--- src/design/msa_pkg.sv ---
// ----------------------------------------------------------------------------
// msa_pkg: shared definitions for the multi-stack shared array unit
// Widths, status and register codes, defaults and the controller command.
// ----------------------------------------------------------------------------
package msa_pkg;

  localparam int DEF_MAX_STACKS = 8;
  localparam int DEF_MEM_DEPTH  = 128;

  localparam int VALUE_W  = 32;
  localparam int NUM_W    = 4;
  localparam int COUNT_W  = 8;
  localparam int STATUS_W = 2;
  localparam int CFG_IDX_W  = 1;
  localparam int CFG_DATA_W = 8;

  // Word addresses are at most 14 * 255 + 255, and the memory depth can be
  // 4096, so 13 bits hold every address and the depth itself.
  localparam int ADDR_W = 13;

  localparam logic [STATUS_W-1:0] ST_OK    = 2'd0;
  localparam logic [STATUS_W-1:0] ST_FULL  = 2'd1;
  localparam logic [STATUS_W-1:0] ST_EMPTY = 2'd2;
  localparam logic [STATUS_W-1:0] ST_BAD   = 2'd3;

  localparam logic OP_PUSH = 1'b0;
  localparam logic OP_POP  = 1'b1;

  localparam logic [CFG_IDX_W-1:0] CFG_STACK_COUNT = 1'b0;
  localparam logic [CFG_IDX_W-1:0] CFG_REGION_SIZE = 1'b1;

  localparam logic [NUM_W-1:0]   STACK_COUNT_RST = 4'd1;
  localparam logic [COUNT_W-1:0] REGION_SIZE_RST = 8'd16;

  localparam logic [VALUE_W-1:0] EMPTY_SENTINEL = 32'd404;

  typedef struct packed {
    logic load_item;  // capture the accepted item and its region base
    logic exec;       // check, update fill count, write or read memory
    logic load_out;   // move the answer into the output register
  } msa_cmd_t;

endpackage

--- src/design/msa_ctrl.sv ---
// ----------------------------------------------------------------------------
// msa_ctrl: sequencing controller
// Accepts one item, runs it through execute and output load, owns out valid.
// ----------------------------------------------------------------------------
module msa_ctrl import msa_pkg::*; (
  input  logic     clk,
  input  logic     rst,
  input  logic     in_valid,
  output logic     in_ready,
  output logic     out_valid,
  input  logic     out_ready,
  output msa_cmd_t cmd
);

  typedef enum logic [2:0] {
    S_IDLE = 3'b001,
    S_EXEC = 3'b010,
    S_LOAD = 3'b100
  } state_t;

  state_t state, state_next;
  logic   out_free;

  assign in_ready = (state == S_IDLE);
  assign out_free = !out_valid || out_ready;

  always_comb begin
    state_next    = state;
    cmd.load_item = 1'b0;
    cmd.exec      = 1'b0;
    cmd.load_out  = 1'b0;
    unique case (state)
      S_IDLE: begin
        if (in_valid) begin
          cmd.load_item = 1'b1;
          state_next    = S_EXEC;
        end
      end
      S_EXEC: begin
        cmd.exec   = 1'b1;
        state_next = S_LOAD;
      end
      S_LOAD: begin
        if (out_free) begin
          cmd.load_out = 1'b1;
          state_next   = S_IDLE;
        end
      end
      default: state_next = S_IDLE;
    endcase
  end

  always_ff @(posedge clk) begin
    if (rst) begin
      state     <= S_IDLE;
      out_valid <= 1'b0;
    end else begin
      state <= state_next;
      if (cmd.load_out) begin
        out_valid <= 1'b1;
      end else if (out_ready) begin
        out_valid <= 1'b0;
      end
    end
  end

endmodule

--- config.mk ---
export PLATFORM = sky130hd
export DESIGN_NAME = msa_ctrl
export DESIGN_NICKNAME = d
export VERILOG_FILES = /design/src/design/msa_pkg.sv /design/src/design/msa_ctrl.sv
export SDC_FILE = /design/constraint.sdc
export NUM_CORES = 1
export LEC_CHECK = 0
export BUFFER_PORTS_ARGS = -buffer_cell sky130_fd_sc_hd__buf_2
export CORE_AREA = 3 3 40 42
export DETAILED_ROUTE_END_ITERATION = 10
export DIE_AREA = 0 0 43 45
export PLACE_DENSITY_LB_ADDON = 0.1
export SLEW_MARGIN = 5
export SYNTH_ARGS = -nofsm -noshare
export SYNTH_HDL_FRONTEND = slang
export SYNTH_SLANG_ARGS = --single-unit
--- constraint.sdc ---
create_clock -name clk -period 1.25 [get_ports clk]
set_input_delay 0.1875 -clock clk [delete_from_list [all_inputs] [get_ports clk]]
set_output_delay 0.1875 -clock clk [all_outputs]
set_load 0.01 [all_outputs]
==> flow_metrics.tcl <==
set metrics [dict create \
    period_share_pct 99.8 \
    status "complete, no violations" \
    antenna_found_initial 0 \
    synth_area_um2 190 \
    hpwl_um 318 \
    vias_per_cell 3.81 \
    dr_total_vias 179 \
    crit_path_end_kind "output port" \
    synth_nets 26 \
    design.die.area_mm2 0.00194 \
    synth-simple-area-share_pct 37.5 \
    synthDistinctLibCells 13 \
    port_buffers 8 \
    antenna_cells 0 \
    drive_gt1_share_pct 50.0 \
    crit_path_max_incr_delay_ns 0.35 \
    antenna_left 0 \
    maxCapViolCount 0 \
    rsz0062_at_grt "true" \
    vdd_drop_max_mv 0.322 \
    setup_violations 0 \
    min_period_ns 1.25 \
    powerDensity_mw_per_mm2 1230 \
    synth_top_family_by_area "simple AND/OR/NAND/NOR gates" \
    cts_tree "yes" \
    io_pins 9 \
    fp.coreArea_mm2 0.00128 \
    final_nets 38 \
    post-place-ws_ns 0.189 \
    synthAdderAreaFrac_pct 0 \
    yosysSeqAreaShare_pct 42.1 \
    synth_cells 22 \
    avgRoutedWirePerCell_um 8.70 \
    grt_pass1_wl_um 717 \
    drc 0 \
    cp.arrival_ns 1.06 \
    grt_pass1_vias 176 \
    start_kind "register" \
    power.total_uw 338 \
    slew_violations 0 \
    synth.area.top_cells "dfxtp_1 (42%), nor3b_2 (13%), nor2_1 (7.9%)" \
    post_cts_buffers 0 \
    synth_top_area_cell "dfxtp_1" \
    finalClockSkew_ns 0.000648 \
    firstDrtPassIters 1 \
    hold_buffers 0 \
    fmax_mhz 801 \
    register_area_um2 83.8 \
    multiInputGateArea_um2 105 \
    required_ns 1.06 \
    cts-root-buf "clkbuf_4" \
    hp-class "in -> reg" \
    cts_buffers 3 \
    yosysWarnings 0 \
    critPathKind "reg -> out" \
    start_util_pct 14.8 \
    gr-usage-all-layers_pct 5.75 \
    dr.first_iter.drc_count 0 \
    synth_mux_area_share_pct 5.26 \
    yosys.area_share.xor_xnor_pct 0 \
    ys_ff_latch 4 \
    dieHeight_um 45 \
    slew_headroom_pct 86.9 \
    grt-ovfl-total 0 \
    clk_path_buf_depth 2 \
    htree_levels 1 \
    insertion_delay_ns 0.23 \
    worst_pin_slew_ns 0.197 \
    path_clk_slew_ns 0.04 \
    fin_ws_ns 0.00200 \
    leakage_uw 0.000124 \
    path_cells "nor3b_4, nand2_1, inv_1, buf_2" \
    routed_wl_um 409 \
    clkSinkCount 4 \
    num_rows 13 \
    syn_avg_cell_area_um2 8.64 \
    path_max_fanout 4 \
    final_hold_viol_count 0 \
    synth-compound-area-share_pct 9.21 \
    grt_max_degree 7 \
    syn_to_final_growth_pct 44.1 \
    critical_path.slowest_cell "dfxtp_2" \
    finalWeightedCongestion 0.593 \
    fillCellCount 152 \
    synth_top_area_share_pct 42.1 \
    die_x_um 43 \
]
-- worst max-delay path, delay by kind of cell (launching register included) --
| kind | cells | cell delay, ns |
|---|---|---|
| flops | 1 | 0.35 |
| simple gates | 2 | 0.31 |
| buf+inv | 2 | 0.17 |
-- layer usage --
metal	routed length [um]	global-route usage (%)	up-vias
met5	0	0	-
met4	0	7.23	0
met3	27	3.98	0
met2	248	8.38	3
met1	132	4.58	82
li1	-	-	94
-- synthesized netlist by cell type --
cell,instances
a21o_1,1
a21oi_1,2
buf_4,1
dfxtp_1,4
inv_1,1
mux2i_1,1
nand2_1,2
nand3_1,1
nor2_1,4
nor2b_1,1
nor3_1,1
nor3b_1,1
nor3b_2,2
-- where the power goes --
group	switching [uW]	leakage, uW	internal (uW)
combinational	19.5	0.0000772	21.5
sequential	7.33	0.0000332	135
clock	47.7	0.0000138	107
-- logic make-up (layout without fill, tap and decap cells) --
group,Yosys count,after routing
AOI/OAI and AO/OA,3,3
buffers and inverters,2,12
DFF,4,4
muxes,1,1
and+or+nand+nor,12,12
-- area by class of cell --
type	count	share of cell area, %
multi-input combinational	16	38.4
clock buffer	3	8.22
tap	15	6.85
timing repair buffer	8	14.6
sequential	4	30.6
inverter	1	1.37
-- state kept, by name, summed over array words and instances (netlist names) --
signal	flops
state	3
out_valid	1
-- layout by cell type (no fill, tap or decap) --
master and n:
buf_2 8, nor2_1 4, clkbuf_4 3, dfxtp_2 3
nand2_1 2, a21oi_1 2, nor3b_2 1, nor2b_1 1
nor3b_4 1, inv_1 1, nand3_1 1, a21o_1 1
nor3b_1 1, mux2i_1 1, nor3_1 1, dfxtp_1 1
-- metrics by stage --
| stage | cells | instance area [um2] | TNS, ns | hold WS [ns] | utilization [%] |
|---|---|---|---|---|---|
| finish | 47 | 274 | 0 | 0.157 | 21.3 |
| global route | 47 | 274 | -0.201 | 0.163 | 21.3 |
| CTS | 47 | 274 | 0 | 0.148 | 21.3 |
| detailed placement | 44 | 241 | 0 | 0.403 | 18.8 |
| global placement | 44 | 241 | 0 | 0.410 | 18.8 |
| floorplan | 22 | 190 | 0 | 0.260 | - |
-- final timing paths --
check	cells past startpoint	slack, ns	endpoint	startpoint
max	4	0.002	cmd[2]	state[0]$_SDFFE_PP1P_
min	2	0.16	state[1]$_SDFFE_PP0P_	rst
max reg2reg	3	0.32	state[0]$_SDFFE_PP1P_	out_valid$_SDFFE_PP0P_
min reg2reg	1	0.45	state[2]$_SDFFE_PP0P_	state[0]$_SDFFE_PP1P_
-- what timing repair did --
action | CTS | global route
pin swaps | 1 | 0
setup endpoints to repair | 1 | 2
gates resized for setup | 4 | 0
Note: power is estimated with default switching activity, not from simulation.
