File: config.mk
export PLATFORM = sky130hd
export DESIGN_NAME = msa_dp
export DESIGN_NICKNAME = d
export VERILOG_FILES = /design/src/design/msa_pkg.sv /design/src/design/msa_dp.sv
export SDC_FILE = /design/constraint.sdc
export NUM_CORES = 2
export LEC_CHECK = 0
export ABC_AREA = 0
export BUFFER_PORTS_ARGS = -buffer_cell sky130_fd_sc_hd__buf_2
export CORE_MARGIN = 2
export CORE_UTILIZATION = 42
export CTS_CLUSTER_SIZE = 30
export DETAILED_ROUTE_END_ITERATION = 6
export SETUP_SLACK_MARGIN = 0.02
export SYNTH_ARGS = -nofsm -noshare
export SYNTH_HDL_FRONTEND = slang
export SYNTH_MEMORY_MAX_BITS = 65536
export SYNTH_SLANG_ARGS = --single-unit
export TNS_END_PERCENT = 30
File: constraint.sdc
create_clock -name clk -period 11 [get_ports clk]
set_clock_uncertainty 0.05 [all_clocks]
set_input_delay 1.1 -clock clk [delete_from_list [all_inputs] [get_ports clk]]
set_output_delay 1.1 -clock clk [all_outputs]
set_load 0.02 [all_outputs]
File: src/design/msa_pkg.sv
// ----------------------------------------------------------------------------
// msa_pkg: shared definitions for the multi-stack shared array unit
// Widths, status and register codes, defaults and the controller command.
// ----------------------------------------------------------------------------
package msa_pkg;

  localparam int DEF_MAX_STACKS = 8;
  localparam int DEF_MEM_DEPTH  = 128;

  localparam int VALUE_W  = 32;
  localparam int NUM_W    = 4;
  localparam int COUNT_W  = 8;
  localparam int STATUS_W = 2;
  localparam int CFG_IDX_W  = 1;
  localparam int CFG_DATA_W = 8;

  // Word addresses are at most 14 * 255 + 255, and the memory depth can be
  // 4096, so 13 bits hold every address and the depth itself.
  localparam int ADDR_W = 13;

  localparam logic [STATUS_W-1:0] ST_OK    = 2'd0;
  localparam logic [STATUS_W-1:0] ST_FULL  = 2'd1;
  localparam logic [STATUS_W-1:0] ST_EMPTY = 2'd2;
  localparam logic [STATUS_W-1:0] ST_BAD   = 2'd3;

  localparam logic OP_PUSH = 1'b0;
  localparam logic OP_POP  = 1'b1;

  localparam logic [CFG_IDX_W-1:0] CFG_STACK_COUNT = 1'b0;
  localparam logic [CFG_IDX_W-1:0] CFG_REGION_SIZE = 1'b1;

  localparam logic [NUM_W-1:0]   STACK_COUNT_RST = 4'd1;
  localparam logic [COUNT_W-1:0] REGION_SIZE_RST = 8'd16;

  localparam logic [VALUE_W-1:0] EMPTY_SENTINEL = 32'd404;

  typedef struct packed {
    logic load_item;  // capture the accepted item and its region base
    logic exec;       // check, update fill count, write or read memory
    logic load_out;   // move the answer into the output register
  } msa_cmd_t;

endpackage

File: src/design/msa_dp.sv
// ----------------------------------------------------------------------------
// msa_dp: datapath of the multi-stack unit
// Configuration registers, fill counts, shared word memory and result regs.
// ----------------------------------------------------------------------------
module msa_dp import msa_pkg::*; #(
  parameter int MAX_STACKS = DEF_MAX_STACKS,
  parameter int MEM_DEPTH  = DEF_MEM_DEPTH
) (
  input  logic                       clk,
  input  logic                       rst,
  input  msa_cmd_t                   cmd,
  input  logic                       cfg_write,
  input  logic [CFG_IDX_W-1:0]       cfg_index,
  input  logic [CFG_DATA_W-1:0]      cfg_data,
  input  logic                       operation,
  input  logic [NUM_W-1:0]           stack_number,
  input  logic signed [VALUE_W-1:0]  push_value,
  output logic signed [VALUE_W-1:0]  pop_value,
  output logic [STATUS_W-1:0]        status
);

  // Stack numbers are four bits, so at most fifteen stacks can be named.
  localparam int NUM_FILL = (MAX_STACKS < 15) ? MAX_STACKS : 15;
  localparam int FILL_IW  = (NUM_FILL > 1) ? $clog2(NUM_FILL) : 1;
  localparam int MEM_AW   = $clog2(MEM_DEPTH);
  localparam logic [6:0]        MAX_STACKS_V = 7'(MAX_STACKS);
  localparam logic [ADDR_W-1:0] MEM_DEPTH_V  = ADDR_W'(MEM_DEPTH);

  logic [NUM_W-1:0]   stack_count;
  logic [COUNT_W-1:0] region_size;
  logic [COUNT_W-1:0] fill_count [NUM_FILL];

  logic                op_q;
  logic [NUM_W-1:0]    num_q;
  logic [VALUE_W-1:0]  val_q;
  logic [ADDR_W-1:0]   base_q;

  logic [VALUE_W-1:0]  mem [MEM_DEPTH];
  logic [VALUE_W-1:0]  rd_data;
  logic [VALUE_W-1:0]  value_q;
  logic [STATUS_W-1:0] status_q;
  logic                use_mem_q;

  logic [NUM_W-1:0]    num_m1_in;
  logic [NUM_W-1:0]    idx;
  logic [FILL_IW-1:0]  fidx;
  logic                bad;
  logic [COUNT_W-1:0]  fill;
  logic [ADDR_W-1:0]   push_addr;
  logic [ADDR_W-1:0]   pop_addr;
  logic                push_ok;
  logic                pop_ok;
  logic                pop_in_mem;
  logic [STATUS_W-1:0] status_calc;
  logic [VALUE_W-1:0]  value_calc;

  assign num_m1_in = stack_number - 4'd1;

  // Item checks, evaluated in the execute cycle on the captured item.
  assign idx  = num_q - 4'd1;
  assign fidx = idx[FILL_IW-1:0];
  assign bad  = (num_q == '0) || (num_q > stack_count) || (7'(num_q) > MAX_STACKS_V);
  assign fill = bad ? '0 : fill_count[fidx];

  assign push_addr  = base_q + ADDR_W'(fill);
  assign pop_addr   = base_q + ADDR_W'(fill) - ADDR_W'(1);
  assign push_ok    = !bad && (op_q == OP_PUSH) && (fill < region_size)
                      && (push_addr < MEM_DEPTH_V);
  assign pop_ok     = !bad && (op_q == OP_POP) && (fill != '0);
  assign pop_in_mem = pop_ok && (pop_addr < MEM_DEPTH_V);

  always_comb begin
    value_calc = '0;
    if (bad) begin
      status_calc = ST_BAD;
    end else if (op_q == OP_PUSH) begin
      status_calc = push_ok ? ST_OK : ST_FULL;
    end else if (pop_ok) begin
      status_calc = ST_OK;
    end else begin
      status_calc = ST_EMPTY;
      value_calc  = EMPTY_SENTINEL;
    end
  end

  always_ff @(posedge clk) begin
    if (rst) begin
      stack_count <= STACK_COUNT_RST;
      region_size <= REGION_SIZE_RST;
      for (int i = 0; i < NUM_FILL; i++) begin
        fill_count[i] <= '0;
      end
    end else begin
      if (cfg_write) begin
        unique case (cfg_index)
          CFG_STACK_COUNT: stack_count <= cfg_data[NUM_W-1:0];
          CFG_REGION_SIZE: region_size <= cfg_data;
          default: ;
        endcase
      end
      if (cmd.exec && push_ok) begin
        fill_count[fidx] <= fill + 8'd1;
      end else if (cmd.exec && pop_ok) begin
        fill_count[fidx] <= fill - 8'd1;
      end
    end
  end

  // Item capture; the region base multiply is registered here.
  always_ff @(posedge clk) begin
    if (cmd.load_item) begin
      op_q   <= operation;
      num_q  <= stack_number;
      val_q  <= push_value;
      base_q <= ADDR_W'(num_m1_in) * ADDR_W'(region_size);
    end
  end

  always_ff @(posedge clk) begin
    if (cmd.exec && push_ok) begin
      mem[push_addr[MEM_AW-1:0]] <= val_q;
    end
    if (cmd.exec && pop_in_mem) begin
      rd_data <= mem[pop_addr[MEM_AW-1:0]];
    end
  end

  always_ff @(posedge clk) begin
    if (cmd.exec) begin
      value_q   <= value_calc;
      status_q  <= status_calc;
      use_mem_q <= pop_in_mem;
    end
    if (cmd.load_out) begin
      pop_value <= use_mem_q ? rd_data : value_q;
      status    <= status_q;
    end
  end

endmodule

==> impl_metrics.json <==
{
  "cts_buffers": 421,
  "status": "complete, but fails checks",
  "synth_compound_area_frac": 0.04060,
  "die-area_um2": 403800,
  "wl_per_cell_um": 31.63,
  "finalHoldViolCount": 0,
  "post-route-period-util": 0.9542,
  "drv_slew": 4,
  "critPathArrivalTime_ns": 11.19,
  "crit_fanout": 130,
  "synth_top_cells_by_area": "edfxtp_1 77%, mux4_2 4.9%, mux2i_1 3.1%",
  "yosys.area_share.xor_xnor": 0.001584,
  "ys_types": 77,
  "ys_ff_latch": 4291,
  "netlist_instances": 9779,
  "antenna_found_initial": 29,
  "drtIter0Drc": 12410,
  "grt_pass1_wl_um": 691000,
  "ir_drop_uv": 193.9,
  "rsz0062_at_grt": "false",
  "place_congestion": 0.9005,
  "tns_ns": 0,
  "grt_max_degree": 139,
  "violations": "max-capacitance violations, max-slew violations",
  "post-place-ws_ns": 0.2191,
  "nFillCells": 32970,
  "die_w_um": 635.4,
  "worst_slew_pin_slew_ns": 1.542,
  "overflow": 0,
  "synthFlopType": "edfxtp_1",
  "ctsResizeCount": 0,
  "multi_input_comb_area_um2": 37600,
  "firstDrtPassIters": 6,
  "powerDensity_nw_per_um2": 216.1,
  "maxCapViolCount": 4,
  "placementRows": 231,
  "portBuffers": 85,
  "ys_seq_area_frac": 0.7688,
  "setup_ws_ns": 0.5034,
  "yosys.area_share.simple": 0.07221,
  "core_area_um2": 396500,
  "final_net_count": 10180,
  "final_util": 0.4782,
  "syn2layout_area_growth_pct": 13.24,
  "cellLeakagePower_uw": 0.06151,
  "clock-sinks": 4291,
  "final_layout_size_suffix_gt1_frac": 0.1750,
  "grt_pass1_vias": 90100,
  "drtAntennaViolNets": 0,
  "drc": 0,
  "synth_nets": 9889,
  "finalPower_uw": 40990,
  "grt_usage": 0.2390,
  "layoutNonFillerInstCount": 15670,
  "regArea_um2": 128700,
  "slew_headroom": -0.05437,
  "synth_adder_area_share": 0.004961,
  "cts_root_buf": "clkbuf_16",
  "h-tree-depth": 5,
  "synth_mux_area_frac": 0.09737,
  "post_cts_buffers": 0,
  "timing.fmax_mhz": 95.27,
  "cts_tree": "done",
  "clk_pin_slew_ns": 0.06,
  "finalSetupViolations": 0,
  "reg2reg_slack_ns": 0.50,
  "avgSynthCellArea_um2": 17.12,
  "synth_top_family_by_area": "multiplexers",
  "synth_top_cell_area_share": 0.7673,
  "wl_um": 495700,
  "ys_warn_count": 0,
  "finalCriticalPeriod_ns": 10.50,
  "yosys.area.top_type": "edfxtp_1",
  "clk-insertion-delay-late_ns": 0.98,
  "vias": 93310,
  "via_per_inst": 5.954,
  "start_kind": "flip-flop",
  "path_class": "reg2reg",
  "clockBufferDepth": 4,
  "ios": 86,
  "dp_hpwl_um": 289300,
  "setup.worst_path.end_class": "flip-flop",
  "postCtsHoldBufs": 0,
  "synth_area_um2": 167500,
  "synth_edf_count": 4279,
  "die_h_um": 635.4,
  "ys_async_sr_fraction": 0,
  "initial_core_util": 0.4223,
  "dp.cells": 14890,
  "required_ns": 11.70,
  "hp-class": "in2reg"
}
-- metrics by stage --
step / instance area [um2] / hold slack, ns
final: 189600 / 0.2429
after global routing: 189600 / 0.2232
after CTS: 189600 / 0.1766
after detailed placement: 176500 / 0.3681
after global placement: 176300 / 0.3580
after floorplan: 167500 / 0.3503
-- flip-flops by register name (all words and copies together), names as in the netlist --
signal / count
base_q: 12
fill_count: 64
mem: 4096
num_q: 4
op_q: 1
pop_value: 32
rd_data: 32
region_size: 8
stack_count: 4
status: 2
status_q: 2
use_mem_q: 1
val_q: 32
value_q: 1
-- routing by layer --
metal / up-vias / share of wire / routed length [um] / track usage
li1: 39190 / - / - / -
met1: 48730 / 0.39 / 194300 / 0.3230
met2: 4554 / 0.47 / 232400 / 0.3808
met3: 827 / 0.092 / 45360 / 0.04575
met4: 14 / 0.048 / 23590 / 0.09993
met5: - / 0.00017 / 84 / 0
-- synthesized netlist by cell type, types with 4 or more instances --
| cell | count |
|---|---|
| edfxtp_1 | 4279 |
| nand2_1 | 1362 |
| nor2_1 | 553 |
| mux2i_1 | 522 |
| clkbuf_1 | 408 |
| mux4_2 | 367 |
| nand3_1 | 258 |
| and3_1 | 250 |
| mux2_2 | 250 |
| a2111oi_0 | 218 |
| o22ai_1 | 162 |
| a21oi_1 | 160 |
| a32oi_1 | 158 |
| nand4_1 | 109 |
| buf_2 | 77 |
| buf_1 | 74 |
| a211oi_1 | 68 |
| nor4_1 | 59 |
| ha_1 | 44 |
| and2_1 | 39 |
| inv_1 | 38 |
| a31oi_1 | 34 |
| nor3_1 | 34 |
| or3_1 | 33 |
| o2111a_1 | 32 |
| nand2b_1 | 21 |
| xnor2_1 | 16 |
| fa_1 | 14 |
| dfxtp_1 | 12 |
| nor2b_1 | 12 |
| o21ai_0 | 12 |
| xor2_1 | 9 |
| a21o_1 | 7 |
| buf_6 | 7 |
| o21bai_1 | 7 |
| or2_2 | 7 |
| o2111ai_1 | 5 |
| or2_4 | 4 |
-- layout make-up --
type / count / share of cell area
well taps: 5242 / 0.03459
repair buffers: 431 / 0.01835
flip-flops and latches: 4291 / 0.6789
clock inverters: 261 / 0.01139
multi-input cells: 4880 / 0.1983
inverters: 42 / 0.0008314
clock buffers: 506 / 0.05746
diodes: 19 / 0.0002507
-- critical path, cell delays in order, from the launching register on --
cell and delay [ns]:
edfxtp_1 0.82, clkinv_1 0.49, ha_1 0.93, clkinv_1 0.71, mux4_2 0.46, a311o_1 0.30, nor2_1 0.54, inv_1 0.14
fa_1 0.57, xnor2_1 0.50, o32ai_1 0.22, o211ai_1 0.84, buf_4 0.30, buf_4 0.27, buf_12 0.51, buf_12 0.68
mux2i_1 0.17, a32oi_1 0.20, nand3_1 0.85, nand4_1 0.47
-- logic make-up after synthesis --
logic type / count (synthesis)
AO/OA/AOI/OAI: 905
XOR/XNOR: 27
adder cells (fa/ha/maj): 58
buffers and inverters: 608
flip-flops: 4291
multiplexers: 1139
AND/OR/NAND/NOR: 2751
-- final timing paths --
| path | from | endpoint | cells after the start |
|---|---|---|---|
| worst max register to register | num_q[0] | rd_data[9] | 19 |
| worst max-delay path | num_q[0] | rd_data[9] | 19 |
| worst min register to register | status_q[0] | status[0] | 0 |
| worst min-delay path | push_value[7] | val_q[7] | 1 |
-- where the power goes --
group,switching [uW],internal [uW]
clock network,6170,7710
logic,6140,2720
registers,32.6,18200
-- placed cells by master (no fill, tap or decap), types with 35 or more instances in the layout --
cell	instances
a2111oi_0	177
buf_12	36
nand2_1	1352
mux2_2	250
a32oi_1	158
buf_4	299
nor2_1	456
mux4_2	367
o22ai_1	162
a2111oi_1	35
nor2_4	96
clkbuf_1	83
mux2i_1	522
and3_1	250
and2_1	37
a21oi_1	160
nand4_1	109
clkbuf_16	423
edfxtp_1	4279
inv_1	37
clkinv_2	81
clkinv_1	123
ha_1	42
nand3_1	257
a211oi_1	68
buf_2	90
Power figures use the tool's default switching activity.
